--- src/hdl/spa_ram.sv ---
module spa_ram #(
   parameter int WIDTH = 64,
   parameter int DEPTH = 36
) (
   input  logic                     clock,
   input  logic                     wr_en,
   input  logic [$clog2(DEPTH)-1:0] wr_addr,
   input  logic [WIDTH-1:0]         wr_data,
   input  logic [$clog2(DEPTH)-1:0] rd_addr,
   output logic [WIDTH-1:0]         rd_data
);
   logic [WIDTH-1:0] mem [DEPTH];
   logic [WIDTH-1:0] rd_data_ff;

   // one write port, registered read port
   always_ff @(posedge clock) begin
      if (wr_en) begin
         mem[wr_addr] <= wr_data;
      end
      rd_data_ff <= mem[rd_addr];
   end

   assign rd_data = rd_data_ff;
endmodule

--- config.mk ---
export PLATFORM = sky130hd
export DESIGN_NAME = spa_ram
export DESIGN_NICKNAME = d
export VERILOG_FILES = /design/src/hdl/spa_ram.sv
export SDC_FILE = /design/constraint.sdc
export NUM_CORES = 2
export LEC_CHECK = 0
export BUFFER_PORTS_ARGS = -buffer_cell sky130_fd_sc_hd__buf_2
export CORE_UTILIZATION = 40
export CTS_BUF_LIST = sky130_fd_sc_hd__clkbuf_8 sky130_fd_sc_hd__clkbuf_16
export DETAILED_ROUTE_END_ITERATION = 12
export SLEW_MARGIN = 40
export SYNTH_ARGS = -nofsm -noshare
export SYNTH_HDL_FRONTEND = slang
export SYNTH_SLANG_ARGS = --single-unit
--- constraint.sdc ---
create_clock -name clock -period 7.66 [get_ports clock]
set_input_delay 1.532 -clock clock [delete_from_list [all_inputs] [get_ports clock]]
set_output_delay 1.532 -clock clock [all_outputs]
set_load 0.02 [all_outputs]
==> flow_summary.toml <==
[status]
status = "completed"

[worst_hold_path]
hp-start = "mem[35][30]$_DFFE_PP_"
holdPathEnd = "rd_data[30]$_DFF_P_"
holdPathStages = 3
hp-class = "flip-flop to flip-flop"

[clocking]
clockBufferDepth = 3
cts_resized = 0
ctsHoldBuffers = 0
cts_sinks = 2368
cts_tree = "built"
clock_latency_ns = 0.88
clkTransAtPathRegs_ns = 0.06
root_buffer = "clkbuf_16"
cts_buffers = 225
postCtsSetupBuffers = 0
htree_num_levels = 4

[worst_setup_path]
cp.required_ns = 8.14
crit_fanout = 27
reg2regPathDepth = 5
cpPeakStageDelay_ns = 0.89
worstReg2RegStart = "mem[17][20]$_DFFE_PP_"
critPathBufInv = 2
crit_path_start = "wr_addr[5]"
crit_path_end_kind = "flip-flop"
cp_cell_sequence = "buf_2 -> nor2b_1 -> nand3b_1 -> nor2_4 -> buf_4"
worstSetupPathType = "primary input to flip-flop"
crit_family = "simple AND/OR/NAND/NOR gates"
r2r-end = "rd_data[20]$_DFF_P_"
start_kind = "primary input"
crit_path_top_delay_cell = "nor2_4"
cp.arrival_ns = 4.33
rrSetupSlack_ns = 5.80

[power_and_ir_drop]
comb_power_share_pct = 4.7
power.leakage_nw = 32.2
seq_power_share_pct = 54.5
p_sw_share_pct = 21.5
vdd_ir_drop_max_v = 0.000204
p_int_mw = 20.7
powerDensity_nw_per_um2 = 260
p_sw_mw = 5.67
p_clk_share_pct = 40.8

[floorplan]
die_area_um2 = 225000
io_pins = 142
chipWidth_um = 474
core_area_um2 = 221000
die_h_um = 474
initial_core_util_pct = 40.4
rows = 172

[timing]
tightest_slew_ns = 0.857
slew_headroom_pct = 42.7
slew_violations = 0
skew_ns = 0.0756
hold_violations = 0
clock.fmax_mhz = 260
period_needed_ns = 3.85
finalSetupViolations = 0
fin_ws_ns = 3.81
final.setup.tns_ns = 0
finalCritPeriodShare_pct = 50.3
rsz0062_at_grt = "no"

[synthesis]
synth.yosys.warnings = 0
ys_seq_area_share_pct = 79.0
syn-mean-instance-area_um2 = 23.4
syn_inst = 3808
synth.area.top_cells = "edfxtp_1, mux4_2, mux2i_1"
synthesis.area_um2 = 89200
ys_types = 31
synth_seq_cells = 2368
synth_largest_area_cell = "edfxtp_1"
synth_top_area_share_pct = 77.6
syn_nets = 3886

[final_layout]
mostFrequentLayoutCell = "edfxtp_1"
drive_above_1_share_pct = 27.8
final_cell_mix = "edfxtp_1, mux4_2, mux2i_1"
area_delta_synth_final_pct = 13.9
fin_nets = 4178

[detailed_routing]
routed_wl_um = 212000
wl_per_cell_um = 29.2
vias_per_cell = 5.59
drt_iter0_markers = 4203
firstDrtPassIters = 5
via_count = 40600
ant_nets = 0
drc = 0

[placed_design]
gp_congestion = 0.765
place_ws_ns = 2.85
portBuffers = 141
dp_hpwl_um = 114000

[global_routing]
grt_max_degree = 80
antenna_found_initial = 18
grt_pass1_wl_um = 305000
grt_pass1_vias = 42100
grt-ovfl-total = 0
grt_usage_pct = 18.9

[run]
drv_cap = 0
-- cell families after synthesis --
kind of cell / after synthesis / synth area share (%)
AOI/OAI and AO/OA: 246 / 1.72
muxes: 823 / 17.2
DFF: 2368 / 79.0
buffers and inverters: 199 / 1.27
and+or+nand+nor: 172 / 0.839
-- area by class of cell --
type / count / area, um2
Fill cell: 18100 / 119000
Sequential cell: 2368 / 70500
Multi-Input combinational cell: 1241 / 17900
Clock buffer: 256 / 6060
Tap cell: 2958 / 3700
Timing Repair Buffer: 263 / 2200
Clock inverter: 170 / 1240
Antenna cell: 4 / 10.0
Inverter: 1 / 6.26
-- flip-flops by register name, summed over array words and instances (netlist names) --
| register | cells |
|---|---|
| mem | 2304 |
| rd_data | 64 |
-- power by group through the flow --
stage	clock, mW	sequential (mW)	combinational (mW)
finish	10.8	14.4	1.24
global route	11.5	14.4	1.33
CTS	11.0	14.4	1.26
detailed placement	0	14.7	1.26
global placement	0	14.7	1.24
floorplan	0	14.7	0.713
-- worst register-to-register path, stage by stage, from the launching register on --
cell      delay, ns
edfxtp_1       0.37
mux4_2         0.44
nor2b_1        0.14
a211oi_1       0.27
a21oi_1        0.07
a221o_1        0.41
-- per-layer routing --
layer  wire (um)  track usage, %  vias up  share of wire [%]
met1       88700            25.6    22100                 42
met4        4440            4.68        8                2.1
met2      107000            32.0     1262                 50
met5          59               0        -              0.028
met3       11900            2.97      285                5.6
li1            -               -    16900                  -
-- how the worst max path moves through the flow --
| stage | endpoint | slack [ns] | cells past startpoint |
|---|---|---|---|
| final | mem[10][53]$_DFFE_PP_ | 3.81 | 5 |
| after CTS | mem[8][60]$_DFFE_PP_ | 3.77 | 5 |
| after global routing | mem[10][53]$_DFFE_PP_ | 3.68 | 5 |
| after detailed placement | mem[8][59]$_DFFE_PP_ | 2.85 | 5 |
| after global placement | mem[19][50]$_DFFE_PP_ | 2.77 | 5 |
| after floorplan | mem[26][0]$_DFFE_PP_ | 2.41 | 2 |
-- metrics by stage --
| step | utilization, % | instances | cell area, um2 | hold WS (ns) | total power, mW |
|---|---|---|---|---|---|
| after floorplan | - | 3808 | 89200 | 0.661 | 15.4 |
| after global placement | 42.5 | 6812 | 93800 | 0.685 | 15.9 |
| after detailed placement | 42.7 | 6825 | 94100 | 0.693 | 15.9 |
| after CTS | 46.0 | 7251 | 101000 | 0.679 | 26.7 |
| after global routing | 46.0 | 7259 | 102000 | 0.734 | 27.2 |
| final | 46.1 | 7261 | 102000 | 0.675 | 26.4 |
-- synthesized netlist by cell type --
library cell / instances
mux2_2: 3
mux4_2: 566
mux2i_1: 254
clkbuf_1: 74
dfxtp_1: 64
nand3_1: 3
nor2_1: 120
edfxtp_1: 2304
o22ai_1: 124
o21ai_1: 4
a22oi_1: 25
inv_2: 1
buf_1: 3
a221o_1: 4
nand2b_1: 3
or2_2: 2
buf_4: 54
nor2b_1: 8
a21oi_1: 64
buf_2: 51
nand3b_1: 7
nand2_1: 18
o31a_1: 4
o22a_1: 4
nor4_1: 4
o21ai_0: 6
or3b_2: 5
o221ai_1: 7
buf_6: 16
a211oi_1: 4
or3_1: 2
No activity file was read; power rests on OpenSTA's default activity.
