--- config.mk ---
export PLATFORM = sky130hd
export DESIGN_NAME = spa_queue
export DESIGN_NICKNAME = d
export VERILOG_FILES = /design/src/hdl/spa_pkg.sv /design/src/hdl/spa_queue.sv
export SDC_FILE = /design/constraint.sdc
export NUM_CORES = 1
export LEC_CHECK = 0
export ABC_AREA = 1
export BUFFER_PORTS_ARGS = -buffer_cell sky130_fd_sc_hd__buf_2
export CORE_AREA = 4 4 41 43
export DETAILED_ROUTE_END_ITERATION = 16
export DIE_AREA = 0 0 45 47
export GPL_TIMING_DRIVEN = 0
export PLACE_DENSITY = 0.47
export SYNTH_ARGS = -nofsm -noshare
export SYNTH_HDL_FRONTEND = slang
export SYNTH_SLANG_ARGS = --single-unit
--- constraint.sdc ---
create_clock -name clock -period 2.8 [get_ports clock]
set_input_delay 0.14 -clock clock [delete_from_list [all_inputs] [get_ports clock]]
set_output_delay 0.14 -clock clock [all_outputs]
set_load 0.02 [all_outputs]
--- src/hdl/spa_pkg.sv ---
package spa_pkg;

   // defaults for the top-level parameters
   localparam int DEF_COLORS    = 3;
   localparam int DEF_FRAC_BITS = 30;

   // fixed field widths
   localparam int SLOTS   = 4;
   localparam int SLOT_W  = 2;
   localparam int INDEX_W = 4;
   localparam int ELEM_W  = 32;
   localparam int FACE_W  = 33;
   localparam int TOTAL_W = 64;
   localparam int COUNT_W = 32;

   // one queued face job
   typedef struct packed {
      logic temporal;
      logic last;
   } job_type;

endpackage

--- src/hdl/spa_queue.sv ---
module spa_queue (
   input  logic             clock,
   input  logic             reset,
   input  logic             push,
   input  spa_pkg::job_type push_job,
   input  logic             pop,
   output logic             empty,
   output spa_pkg::job_type head
);
   import spa_pkg::*;

   job_type    q_ff [2];
   logic       wr_ptr_ff, wr_ptr_in;
   logic       rd_ptr_ff, rd_ptr_in;
   logic [1:0] count_ff, count_in;
   logic       do_push;
   logic       do_pop;

   assign empty   = (count_ff == 2'd0);
   assign head    = q_ff[rd_ptr_ff];
   assign do_push = push & (count_ff != 2'd2);
   assign do_pop  = pop & ~empty;

   // pointer and fill bookkeeping
   always_comb begin
      wr_ptr_in = wr_ptr_ff ^ do_push;
      rd_ptr_in = rd_ptr_ff ^ do_pop;
      count_in  = count_ff + 2'(do_push) - 2'(do_pop);
   end

   always_ff @(posedge clock) begin
      if (reset) begin
         wr_ptr_ff <= 1'b0;
         rd_ptr_ff <= 1'b0;
         count_ff  <= 2'd0;
      end else begin
         wr_ptr_ff <= wr_ptr_in;
         rd_ptr_ff <= rd_ptr_in;
         count_ff  <= count_in;
      end
      if (do_push) begin
         q_ff[wr_ptr_ff] <= push_job;
      end
   end
endmodule

==> summary.md <==
| Metric | Value |
|---|---|
| Status | `complete, no violations` |
| CP required | `2.94 ns` |
| Slew headroom | `0.8741` |
| VDD IR max | `0.3729 mV` |
| Core area | `0.001301 mm2` |
| Starting density of the core | `0.2933` |
| Max clock buf depth | `2` |
| Worst skew pair latency | `0.25 ns` |
| Post-route ant nets | `0` |
| Top FF cell, synth | `edfxtp_1` |
| Grt met1 use | `0.07477` |
| F_max | `723.8 MHz` |
| Clock Skews | `0.001818 ns` |
| Met2 Resource Use GR | `0.1130` |
| Critical Path End | `count_ff[1]$_SDFF_PP0_` |
| Least-Margin Pin Slew | `0.1887 ns` |
| Die area | `0.002115 mm2` |
| Max FO, Critical Path | `5` |
| RSZ-0062 raised after global routing | `false` |
| Setup Fix Bufs, Post-CTS | `0` |
| Die X | `45 um` |
| M3 GR Usage | `0.05747` |
| Cell Area, Synth | `381.6 um2` |
| Most common cell on crit path | `nand2_1` |
| Drt drc | `0` |
| Layout cells sized above 1 | `0.2778` |
| # setup viols final | `0` |
| Worst slack at placement | `1.415 ns` |
| Post-synth top area share | `0.3148` |
| Slowest-stage cell, CP | `dfxtp_1` |
| Worst path max stage delay | `0.37 ns` |
| Synth unique cells | `14` |
| CP cell instances | `inv_1 -> nand2_1 -> nand2_4 -> xnor2_1 -> ha_1 -> inv_1 -> nand2_1 -> nand2_1 -> a21oi_1 -> nor2_1` |
| CTS Buf Count | `3` |
| Fillers | `151` |
| Overflow after GRT | `0` |
| Synth Area per Inst | `8.875 um2` |
| TNS Setup | `0 ns` |
| Vias/cell | `4.261` |
| Hold Crit Class | `input port to flip-flop` |
| Commonest cells in the netlist | `nand2_1, inv_1, nor2_1` |
| Net Count, Synth | `51` |
| Worst Path Arrival | `1.53 ns` |
| Wirelength per Cell | `8.594 um` |
| Number of synthesized register bits | `8` |
| Number of flops mapped to enable cells by yosys | `4` |
| Pwr dens | `1008 mW/mm2` |
| Ys Warns | `0` |
| Clock transition at path regs | `0.05 ns` |
| Hold-critical path depth | `2` |
| Non-filler cells, final | `69` |
| Port Buf Inserts | `8` |
| Maxcap violations | `0` |
| Fin. Hold Viols | `0` |
| Initial DRT Pass Iterations | `4` |
| R2r setup slk | `1.42 ns` |
| Seq/Total Area, Yosys | `0.5246` |
| Synth area leaders | `edfxtp_1, dfxtp_1, nand2_1` |
| Reg-to-reg endpoint | `count_ff[1]$_SDFF_PP0_` |
| Ant. Diodes | `0` |
| Root Buffer | `clkbuf_4` |
| Crit end category | `flip-flop` |
| DR vias | `294` |
| Placed cell count | `66` |
| Startpoint types | `flip-flop` |
| Count leader, synth | `nand2_1` |
| Vias in the first global route | `248` |
| CTS Hold Bufs | `0` |
| Final setup margin | `1.418 ns` |
| Worst setup path start | `count_ff[0]$_SDFF_PP0_` |
| Tot GR Track Use | `0.07177` |
| Fin crit period | `1.382 ns` |
| Critical path type | `flip-flop to flip-flop` |
| DRT Wirelength | `593 um` |
| Period utilization | `0.4934` |
| Initial antenna violation count | `0` |
| Post-Syn Instances | `43` |
| Initial DRC count | `1` |
| Row count | `13` |
| Gr busiest metal | `met2` |
| Worst R2R Path Depth | `10` |
| Die height | `47 um` |
| Hpwl dp | `471.3 um` |
| Layout area overhead | `21.31%` |
| Crit Reg-Reg Startpoint | `count_ff[0]$_SDFF_PP0_` |
| Power, Total | `0.4666 mW` |
| Post-CTS sizing | `0` |
| Number of nets in the layout | `64` |
| Placer Congestion | `0.6826` |
| CTS tree | `done` |
| Clk sink count | `8` |
| Area leader, netlist | `edfxtp_1` |
| H-Tree Depth | `1` |
| FFs w/ async S/R, synth | `0` |
| Largest net degree at the start of global routing | `6` |
| Leakage | `0.2189 nW` |
| Final Max Tran Viols | `0` |
| First-pass GRT wire length | `1035 um` |
| Num ports | `9` |
critical path: cells and delay by family, from the launching register on:
family                     cells  cell delay [ns]
AOI/OAI and AO/OA              1             0.13
adders and majority gates      1             0.18
buffers and inverters          2             0.09
and+or+nand+nor                5             0.36
xor gates and xnor gates       1             0.16
DFF                            1             0.37
cell usage in the layout, fill, tap and decap left out:
| cell type | netlist | layout |
|---|---|---|
| o21ai_1 | 1 | 1 |
| clkbuf_4 | 0 | 3 |
| ha_1 | 2 | 2 |
| nor3_1 | 1 | 1 |
| xnor2_1 | 1 | 1 |
| nor2_1 | 5 | 5 |
| nor2_2 | 1 | 1 |
| nand2_4 | 1 | 1 |
| inv_1 | 9 | 9 |
| buf_2 | 0 | 8 |
| a21oi_1 | 1 | 1 |
| nor2_4 | 1 | 1 |
| edfxtp_1 | 4 | 4 |
| nand2_1 | 11 | 11 |
| nand3_2 | 1 | 1 |
| dfxtp_1 | 4 | 4 |
kinds of logic after synthesis:
kind of cell               count (synthesis)  synth area share
and+or+nand+nor                           21            0.2721
buffers and inverters                      9           0.08852
DFF                                        8            0.5246
AOI/OAI and AO/OA                          2           0.02620
adders and majority gates                  2           0.06556
xor gates and xnor gates                   1           0.02296
where the power goes:
part           total [mW]  leakage (nW)  switching (mW)  internal (mW)
Combinational       0.199         0.135           0.126         0.0733
Sequential          0.180        0.0705          0.0222          0.158
Clock              0.0868        0.0138          0.0378         0.0490
how the worst min path moves through the flow:
stage / startpoint / slack (ns) / endpoint
2_1_floorplan: reset / 0.21 / wr_ptr_ff$_SDFF_PP0_
3_3_place_gp: reset / 0.33 / wr_ptr_ff$_SDFF_PP0_
3_5_place_dp: reset / 0.34 / wr_ptr_ff$_SDFF_PP0_
4_1_cts: reset / 0.07 / wr_ptr_ff$_SDFF_PP0_
5_1_grt: reset / 0.07 / wr_ptr_ff$_SDFF_PP0_
6_report: reset / 0.07 / wr_ptr_ff$_SDFF_PP0_
area by class of cell:
| cell class | count | area [um2] | area share |
|---|---|---|---|
| Sequential cell | 8 | 200.2 | 0.4324 |
| Multi-Input combinational cell | 26 | 147.6 | 0.3189 |
| Timing Repair Buffer | 8 | 40.04 | 0.08649 |
| Inverter | 9 | 33.78 | 0.07297 |
| Clock buffer | 3 | 22.52 | 0.04865 |
| Tap cell | 15 | 18.77 | 0.04054 |
metrics by stage:
step,cell area [um2],util,hold WS [ns]
2_1_floorplan,381.6,-,0.2067
3_3_place_gp,440.4,0.3385,0.3289
3_5_place_dp,440.4,0.3385,0.3351
4_1_cts,462.9,0.3558,0.06598
5_1_grt,462.9,0.3558,0.07139
6_report,462.9,0.3558,0.06945
registers in the layout, summed over array words and instances (netlist names):
| name | cells |
|---|---|
| q_ff | 4 |
| wr_ptr_ff | 1 |
| count_ff | 2 |
| rd_ptr_ff | 1 |
routing by layer:
metal  share of wire  vias to the layer above
met5               0                        -
met4               0                        0
met3           0.062                        0
met2            0.51                        5
met1            0.42                      136
li1                -                      153
(Power assumes the default switching activity.)
