<file path="config.mk">
export PLATFORM = sky130hd
export DESIGN_NAME = spa_front_flat
export DESIGN_NICKNAME = d
export VERILOG_FILES = /design/src/hdl/spa_pkg.sv /design/src/hdl/spa_req_if.sv /design/src/hdl/spa_front.sv /design/src/flat_wrapper.sv
export SDC_FILE = /design/constraint.sdc
export NUM_CORES = 1
export LEC_CHECK = 0
export ABC_AREA = 1
export CAP_MARGIN = 20
export CORE_AREA = 4 4 55 57
export DETAILED_ROUTE_END_ITERATION = 8
export DIE_AREA = 0 0 59 61
export DONT_BUFFER_PORTS = 1
export PLACE_DENSITY = 0.44
export SYNTH_ARGS = -nofsm -noshare
export SYNTH_HDL_FRONTEND = slang
export SYNTH_SLANG_ARGS = --single-unit
</file>
<file path="constraint.sdc">
create_clock -name vclk -period 1.41
set_input_delay 0.2115 -clock vclk [all_inputs]
set_output_delay 0.2115 -clock vclk [all_outputs]
set_load 0.005 [all_outputs]
</file>
<file path="src/hdl/spa_pkg.sv">
package spa_pkg;

   // defaults for the top-level parameters
   localparam int DEF_COLORS    = 3;
   localparam int DEF_FRAC_BITS = 30;

   // fixed field widths
   localparam int SLOTS   = 4;
   localparam int SLOT_W  = 2;
   localparam int INDEX_W = 4;
   localparam int ELEM_W  = 32;
   localparam int FACE_W  = 33;
   localparam int TOTAL_W = 64;
   localparam int COUNT_W = 32;

   // one queued face job
   typedef struct packed {
      logic temporal;
      logic last;
   } job_type;

endpackage

</file>
<file path="src/hdl/spa_req_if.sv">
interface spa_req_if;
   import spa_pkg::*;

   logic                     valid;
   logic                     ready;
   logic [SLOT_W-1:0]        matrix_slot;
   logic [INDEX_W-1:0]       element_index;
   logic signed [ELEM_W-1:0] elem_re;
   logic signed [ELEM_W-1:0] elem_im;
   logic                     plane_temporal;
   logic                     batch_end;

   modport source (output valid, matrix_slot, element_index, elem_re, elem_im,
                   plane_temporal, batch_end, input ready);
   modport sink (input valid, matrix_slot, element_index, elem_re, elem_im,
                 plane_temporal, batch_end, output ready);
endinterface

</file>
<file path="src/hdl/spa_front.sv">
module spa_front #(
   parameter int COLORS = spa_pkg::DEF_COLORS
) (
   spa_req_if.sink                                          req,
   input  logic                                             back_idle,
   input  logic                                             queue_empty,
   output logic                                             wr_en,
   output logic [$clog2(spa_pkg::SLOTS*COLORS*COLORS)-1:0]  wr_addr,
   output logic [2*spa_pkg::ELEM_W-1:0]                     wr_data,
   output logic                                             push,
   output spa_pkg::job_type                                 job
);
   import spa_pkg::*;

   localparam int NSQ = COLORS * COLORS;
   localparam int AW  = $clog2(SLOTS * NSQ);

   logic accept;
   logic in_range;

   // store writes may not overlap a face computation
   assign req.ready = queue_empty & back_idle;
   assign accept    = req.valid & req.ready;
   // one extra bit so that a full index field still compares correctly
   assign in_range  = {1'b0, req.element_index} < (INDEX_W+1)'(NSQ);

   // link store write
   assign wr_en   = accept & in_range;
   assign wr_addr = AW'(req.matrix_slot) * AW'(NSQ) + AW'(req.element_index);
   assign wr_data = {req.elem_re, req.elem_im};

   // final element of D raises a face job
   assign push = wr_en & (req.matrix_slot == SLOT_W'(SLOTS - 1))
                 & (req.element_index == INDEX_W'(NSQ - 1));
   assign job.temporal = req.plane_temporal;
   assign job.last     = req.batch_end;
endmodule

</file>
<file path="src/flat_wrapper.sv">
// flat-port wrapper written by rule: the top's interface ports become plain ports
module spa_front_flat import spa_pkg::*;
#(
   parameter int COLORS = spa_pkg::DEF_COLORS
)
  (back_idle, queue_empty, wr_en, wr_addr, wr_data, push, job, req_valid, req_matrix_slot, req_element_index, req_elem_re, req_elem_im, req_plane_temporal, req_batch_end, req_ready);
  spa_req_if req_i ();
  input  logic back_idle;
  input  logic queue_empty;
  output logic wr_en;
  output logic [$clog2(spa_pkg::SLOTS*COLORS*COLORS)-1:0] wr_addr;
  output logic [2*spa_pkg::ELEM_W-1:0] wr_data;
  output logic push;
  output spa_pkg::job_type job;
  input wire logic [$bits(req_i.valid)-1:0] req_valid;
  input wire logic [$bits(req_i.matrix_slot)-1:0] req_matrix_slot;
  input wire logic [$bits(req_i.element_index)-1:0] req_element_index;
  input wire logic [$bits(req_i.elem_re)-1:0] req_elem_re;
  input wire logic [$bits(req_i.elem_im)-1:0] req_elem_im;
  input wire logic [$bits(req_i.plane_temporal)-1:0] req_plane_temporal;
  input wire logic [$bits(req_i.batch_end)-1:0] req_batch_end;
  output wire logic [$bits(req_i.ready)-1:0] req_ready;
  assign req_i.valid = req_valid;
  assign req_i.matrix_slot = req_matrix_slot;
  assign req_i.element_index = req_element_index;
  assign req_i.elem_re = req_elem_re;
  assign req_i.elem_im = req_elem_im;
  assign req_i.plane_temporal = req_plane_temporal;
  assign req_i.batch_end = req_batch_end;
  assign req_ready = req_i.ready;
  spa_front #(.COLORS(COLORS)) u_core (.req(req_i), .back_idle(back_idle), .queue_empty(queue_empty), .wr_en(wr_en), .wr_addr(wr_addr), .wr_data(wr_data), .push(push), .job(job));
endmodule
</file>
==> results of run 1 <==
## per-layer routing
metal,share of wire (%),vias up,global-route usage (%)
met5,0,-,0
met4,7.3,0,4.21
met3,28,20,7.02
met2,41,48,7.10
met1,24,91,4.14
li1,-,88,-
## area by class of cell
cell class	count	area, sq um	share of cell area [%]
inverters	3	11.3	4.25
multi-input cells	22	209	78.8
well taps	30	37.5	14.2
repair buffers	1	7.51	2.83
## placed cells by master, fill, tap and decap left out
cell type  Yosys  routed
a21oi_1        1       1
a31o_2         1       1
ha_1           6       4
nor3_1         1       1
xor2_2         0       1
buf_4         66       1
inv_1          3       3
nor2_1         1       1
nand3_2        1       1
ha_4           0       2
nand2_1        6       6
nand3_1        3       3
fa_2           0       1
## where the power goes
group / switching, mW / total (mW) / internal (mW) / leakage (nW)
combinational: 0.0390 / 0.0763 / 0.0373 / 0.115
sequential: 0 / 0 / 0 / 0
clock: 0 / 0 / 0 / 0
total: 0.0390 / 0.0763 / 0.0373 / 0.115
## kinds of logic (layout without fill, tap and decap cells)
family                     Yosys count  in the layout  synth area share [%]
AOI/OAI and AO/OA                    2              2                  2.02
and+or+nand+nor                     12             12                  8.27
xor gates and xnor gates             1              1                  1.29
adders and majority gates            7              7                  14.0
buffers and inverters               69              4                  74.4
## path summary, 6_finish.rpt
kind / from / end / slack, ns
max: req_element_index[0] / wr_addr[5] / -0.002
min: req_plane_temporal / job[1] / 0.42
## repair_timing
action | CTS | global route
pin swaps | 1 | 0
setup endpoints to repair | 2 | 1
gates resized for setup | 1 | 0
==> flow_summary.ini, run 1 <==
[outcome]
status = finished with violations
violations = negative setup slack

[final_layout]
num-nets-final = 110
antenna_cells = 0
design.seq.count = 0
ff_latch_area_sq_um = 0
drive_gt1_share_pct = 26.9
instances_no_fill = 56
nFillCells = 291
final_cell_area_sq_um = 265
area_delta_synth_final_pct = -61.0
final_util_pct = 10.7
clkbuf_count = 0

[cts]
post_cts.repair.setup_buffers = 0
hold_buffers = 0

[die]
rows = 18
start_util_pct = 27.5
num_io_pins = 150
die_h_microns = 61
die_width_microns = 59
core-area_sq_um = 2480
die_area_sq_um = 3600

[power_and_ir_drop]
p_total_mw = 0.0763
p_per_area_nw_per_um2 = 288
leakage_nw = 0.115
vdd_ir_drop_max_uv = 62.8

[yosys]
ys_types = 12
synth.most_common_cell = buf_4
yosys-top-cells-count = buf_4, ha_1, nand2_1
seq_area_frac_synth_pct = 0
syn_area_per_cell_sq_um = 7.48
syn_area_sq_um = 681
synth_area_leaders = buf_4, ha_1, nand2_1
netlist.top_cell.by_area = buf_4
synth_nets = 173
synthCells = 91
netlist.area_leader.share_pct = 72.8
yosysWarnings = 0

[critical_path]
worst_setup_path_end_kind = primary output
critPathMaxStageDelay_ns = 0.36
critical_path.cell_chain = ha_1 > ha_4 > fa_2 > a31o_2
cp-start-kind = input port
crit_required_ns = 1.20
crit_path_max_fanout = 2
cpMaxStageDelayCell = fa_2
cpLargestDelayFamily = adder cells
worstPathArrival_ns = 1.20
crit_type = input port to primary output
cp_num_cells = 4
path_buf_inv = 0

[sta]
final.setup.worst_slack_ns = -0.00226
worst_pin_slew_ns = 0.236
setup-tns-final_ns = -0.00226
fin_crit_ns = 1.41
maxSlewViolCount = 0
holdWs_ns = 0.423
post-route-period-util_pct = 100
max_freq_mhz = 708
finalSetupViolations = 1
hold_viol = 0
max-slew-margin-rel_pct = 84.1
rsz0062_at_grt = true

[detailed_routing]
vias_per_cell = 4.41
routed_wirelength_microns = 1130
wl_per_cell_microns = 20.2
dr.pass1.iters = 3
ant_nets = 0
initialDrtViolationCount = 16
dr_total_vias = 247
drc = 0

[global_routing]
grt_pass1_wl_microns = 1500
overflow = 0
grt_usage_pct = 5.44
grt_max_degree = 5
antenna_found_initial = 0
grt_pass1_vias = 273

[placement]
dp_slack_ns = -0.0338
io_buffers = 0
placed_cell_area_sq_um = 258
place_inst = 56
routabilityCongestion = 0.697

[min_path]
whs_path_depth = 0
hp-class = input port to primary output

[flow_run]
maxCapViolCount = 0
(Power assumes the default switching activity.)
==> inputs of run 2 (changes only) <==
--- a/config.mk
+++ b/config.mk
@@ -7,11 +7,13 @@
 export LEC_CHECK = 0
 export ABC_AREA = 1
 export CAP_MARGIN = 20
+export CELL_PAD_IN_SITES_DETAIL_PLACEMENT = 0
+export CELL_PAD_IN_SITES_GLOBAL_PLACEMENT = 1
 export CORE_AREA = 4 4 55 57
 export DETAILED_ROUTE_END_ITERATION = 8
 export DIE_AREA = 0 0 59 61
 export DONT_BUFFER_PORTS = 1
-export PLACE_DENSITY = 0.44
+export PLACE_DENSITY = 0.71
 export SYNTH_ARGS = -nofsm -noshare
 export SYNTH_HDL_FRONTEND = slang
 export SYNTH_SLANG_ARGS = --single-unit
==> constraint.sdc (replaced) <==
create_clock -name vclk -period 1.2
set_input_delay 0.18 -clock vclk [all_inputs]
set_output_delay 0.18 -clock vclk [all_outputs]
set_load 0.005 [all_outputs]
==> run 2 against run 1 <==
Effect of this change:
- the run still ends with negative setup slack left
- wire length grew 16%
- combinational power grew 23%
- setup slack lost 0.13 ns
- cell count is the same
- hold slack lost 0.063 ns
- die area is the same
- sequential share of layout area is the same
- final area grew 0.94%
- via count grew 8.1%
- critical path type unchanged
- largest power group unchanged
- highest routed layer unchanged
==> flow_summary.ini, run 2 (synthesis results as in run 1) <==
[power_and_ir_drop]
p_per_area_nw_per_um2 = 349
leakage_nw = 0.113
vdd_ir_drop_max_uv = 90.1

[outcome]
status = finished with violations
violations = negative setup slack

[final_layout]
clkbuf_count = 0
final_common_cell = nand2_1
drive_gt1_share_pct = 30.8
multi_input_area_sq_um = 211
final_cell_mix = nand2_1, inv_1, nand3_1, ha_1, ha_4
antenna_cells = 0
final_util_pct = 10.8
instances_no_fill = 56
nFillCells = 294
num-nets-final = 110
area_delta_synth_final_pct = -60.7
ff_latch_area_sq_um = 0
design.seq.count = 0

[placement]
io_buffers = 0
place_inst = 56
routabilityCongestion = 0.741
hpwlAfterDp_microns = 1200
dp_slack_ns = -0.179

[global_routing]
grt_usage_pct = 6.06
grt_pass1_vias = 276
met2_usage_pct = 7.10
grt_util_met3_pct = 9.79
met1_usage_pct = 3.53
antenna_found_initial = 0
overflow = 0
grt.busiest_layer = met3
grt_pass1_wl_microns = 1610
grt_max_degree = 5

[min_path]
hp-class = input port to primary output

[critical_path]
path_buf_inv = 0
cpMaxStageDelayCell = fa_2
cpLargestDelayFamily = adder cells
crit_required_ns = 1.02
crit_path_max_fanout = 2
critical_path.cell_chain = ha_4 > ha_4 > fa_2 > a31o_2
worstPathArrival_ns = 1.16
critPathMaxStageDelay_ns = 0.37
crit_path_frequent_cell = ha_4
crit_type = input port to primary output
worst_setup_path_end_kind = primary output
cp-start-kind = input port

[flow_run]
maxCapViolCount = 0

[sta]
max_freq_mhz = 748
maxSlewViolCount = 0
rsz0062_at_grt = true
holdWs_ns = 0.360
fin_crit_ns = 1.34
worst_pin_slew_ns = 0.274
post-route-period-util_pct = 111
max-slew-margin-rel_pct = 81.8
final.setup.worst_slack_ns = -0.136
finalSetupViolations = 3
hold_viol = 0

[detailed_routing]
dr_total_vias = 267
wl_per_cell_microns = 23.4
ant_nets = 0
drc = 0
initialDrtViolationCount = 2
dr.pass1.iters = 2
vias_per_cell = 4.77
routed_wirelength_microns = 1310

[die]
die_width_microns = 59
core-area_sq_um = 2480
die_h_microns = 61
num_io_pins = 150
rows = 18
start_util_pct = 27.5
die_area_sq_um = 3600

[cts]
hold_buffers = 0
post_cts.repair.setup_buffers = 0
run 2: final timing paths:
| path | startpoint | end | slack [ns] | depth (start not counted) |
|---|---|---|---|---|
| hold / removal | req_elem_im[13] | wr_data[13] | 0.36 | 0 |
| setup / recovery | req_element_index[1] | wr_addr[5] | -0.14 | 4 |
run 2: cell type report:
cell class                      instances  share of cell area [%]
Multi-Input combinational cell         22                    79.0
Tap cell                               30                    14.0
Inverter                                3                    4.21
Timing Repair Buffer                    1                    2.80
run 2: timing repair:
item | in CTS | in global routing
gates resized for setup | 1 | 0
gates cloned | 0 | 0
endpoints found under the setup margin | 3 | 3
pin swaps | 2 | 0
run 2: per-stage QoR:
stage	setup TNS, ns	area (sq um)	total power, mW
after floorplan	-0.345	711	0.246
after global placement	-0.442	260	0.0931
after detailed placement	-0.466	260	0.0929
after CTS	-0.293	268	0.0976
after global routing	-0.339	268	0.109
final	-0.285	268	0.0935
run 2: power breakdown:
| part | total [mW] | internal [mW] | switching, mW |
|---|---|---|---|
| Combinational | 0.0935 | 0.0454 | 0.0481 |
| Clock | 0 | 0 | 0 |
| Sequential | 0 | 0 | 0 |
run 2: layer usage:
| metal | vias up | part of all wire (%) |
|---|---|---|
| met2 | 64 | 35 |
| met1 | 94 | 18 |
| li1 | 87 | - |
| met3 | 22 | 40 |
| met4 | 0 | 7.8 |
| met5 | - | 0 |
==> inputs of run 3 (changes only) <==
--- a/config.mk
+++ b/config.mk
@@ -6,14 +6,13 @@
 export NUM_CORES = 1
 export LEC_CHECK = 0
 export ABC_AREA = 1
-export CAP_MARGIN = 20
 export CELL_PAD_IN_SITES_DETAIL_PLACEMENT = 0
 export CELL_PAD_IN_SITES_GLOBAL_PLACEMENT = 1
-export CORE_AREA = 4 4 55 57
+export CORE_AREA = 2 2 58 60
 export DETAILED_ROUTE_END_ITERATION = 8
-export DIE_AREA = 0 0 59 61
+export DIE_AREA = 0 0 60 62
 export DONT_BUFFER_PORTS = 1
-export PLACE_DENSITY = 0.71
+export PLACE_DENSITY_LB_ADDON = 0.12
 export SYNTH_ARGS = -nofsm -noshare
 export SYNTH_HDL_FRONTEND = slang
 export SYNTH_SLANG_ARGS = --single-unit
==> run 3 against run 2 <==
Effect of this change:
- the run still ends with negative setup slack left
- non-clock buffer count stayed put
- combinational power is 3.6% lower
- wire length is 35% lower
- fmax hardly changed
- critical path type unchanged
- critical endpoint unchanged
- sequential share of layout area stayed put
- global-route usage is 2.0 points lower
- count of clock-buffer cells in the layout stayed put
- sequential cell count stayed put
==> flow_summary.ini, run 3 (synthesis results as in run 1) <==
[min_path]
hp-class = input port to primary output
worstHoldStart = req_elem_im[25]
holdPathEnd = wr_data[25]
whs_path_depth = 0

[detailed_routing]
dr.pass1.iters = 4
initialDrtViolationCount = 6
drc = 0
wl_per_cell_microns = 11.9
dr_total_vias = 268
ant_nets = 0
routed_wirelength_microns = 859
vias_per_cell = 3.72

[sta]
fin_crit_ns = 1.33
hold_viol = 0
finalSetupViolations = 3
max_freq_mhz = 749
post-route-period-util_pct = 111
max-slew-margin-rel_pct = 83.6
final.setup.worst_slack_ns = -0.135
worst_pin_slew_ns = 0.244
setup-tns-final_ns = -0.278
rsz0062_at_grt = true
maxSlewViolCount = 0

[die]
num_io_pins = 150
rows = 21
die_area_sq_um = 3720
die_width_microns = 60
start_util_pct = 21.4
die_h_microns = 62
core-area_sq_um = 3180

[final_layout]
antenna_cells = 0
design.seq.count = 0
clkbuf_count = 0
instances_no_fill = 72
drive_gt1_share_pct = 30.8
final_cell_mix = nand2_1, inv_1, nand3_1, ha_1, ha_4
final_common_cell = nand2_1
nFillCells = 369
final_util_pct = 9.05
area_delta_synth_final_pct = -57.7
ff_latch_area_sq_um = 0
num-nets-final = 110

[global_routing]
grt_pass1_vias = 256
overflow = 0
grt_pass1_wl_microns = 1190
grt_max_degree = 5
antenna_found_initial = 0
grt_usage_pct = 4.09

[critical_path]
critical_path.cell_chain = ha_4 > ha_4 > fa_2 > a31o_2
worstPathArrival_ns = 1.15
worst_setup_path_end_kind = primary output
crit_path_max_fanout = 2
crit_required_ns = 1.02
crit_type = input port to primary output
cpMaxStageDelayCell = fa_2
cp-start-kind = input port
crit_path_frequent_cell = ha_4
critPathMaxStageDelay_ns = 0.36

[power_and_ir_drop]
p_total_mw = 0.0901
vdd_ir_drop_max_uv = 44.9
p_per_area_nw_per_um2 = 313
leakage_nw = 0.113

[placement]
routabilityCongestion = 0.750
io_buffers = 0
place_inst = 72
hpwlAfterDp_microns = 765

[cts]
hold_buffers = 0

[outcome]
violations = negative setup slack
status = finished with violations

[flow_run]
maxCapViolCount = 0
run 3: cell counts in the layout (fill, tap and decap cells not counted):
Identical to the previous run, type by type.
run 3: worst max path at each step:
stage                    startpoint         end  slack (ns)  depth (start not counted)
3_5_place_dp   req_element_index[1]  wr_addr[5]       -0.17                          4
6_report       req_element_index[1]  wr_addr[5]       -0.13                          4
4_1_cts        req_element_index[1]  wr_addr[5]       -0.14                          4
3_3_place_gp   req_element_index[1]  wr_addr[5]       -0.17                          4
2_1_floorplan  req_element_index[1]  wr_addr[5]       -0.14                          4
5_1_grt        req_element_index[1]  wr_addr[5]       -0.17                          4
run 3: area by class of cell:
type | count | area [sq um] | share of cell area, %
Inverter | 3 | 11.3 | 3.91
Multi-Input combinational cell | 22 | 211 | 73.5
Tap cell | 46 | 57.6 | 20.0
Timing Repair Buffer | 1 | 7.51 | 2.61
run 3: stage by stage:
step,hold WS [ns],setup WS (ns),instance area (sq um)
2_1_floorplan,0.415,-0.137,711
3_3_place_gp,0.360,-0.166,280
3_5_place_dp,0.360,-0.168,280
4_1_cts,0.360,-0.136,288
5_1_grt,0.360,-0.168,288
6_report,0.360,-0.135,288
run 3: worst max-delay path: cells and delay by family:
kind                       cells  cell delay (ns)
adders and majority gates      3             0.74
AOI/OAI and AO/OA              1             0.23
run 3: timing repair:
| action | 4_1_cts | 5_1_grt |
|---|---|---|
| gates resized for setup | 1 | 0 |
| pin swaps | 2 | 0 |
| buffers inserted | 0 | 0 |
| endpoints found under the setup margin | 3 | 3 |
run 3: per-layer routing:
metal  track usage (%)  vias to the layer above  share of wire, %
met5                 0                        -                 0
met4              4.13                        0               5.6
met3              3.93                       16                31
met2              4.35                       50                31
met1              4.33                      115                32
li1                  -                       87                 -
run 3: power breakdown:
| group | internal (mW) | total, mW | switching [mW] |
|---|---|---|---|
| clock network | 0 | 0 | 0 |
| logic | 0.0443 | 0.0901 | 0.0459 |
| registers | 0 | 0 | 0 |
| total | 0.0443 | 0.0901 | 0.0459 |
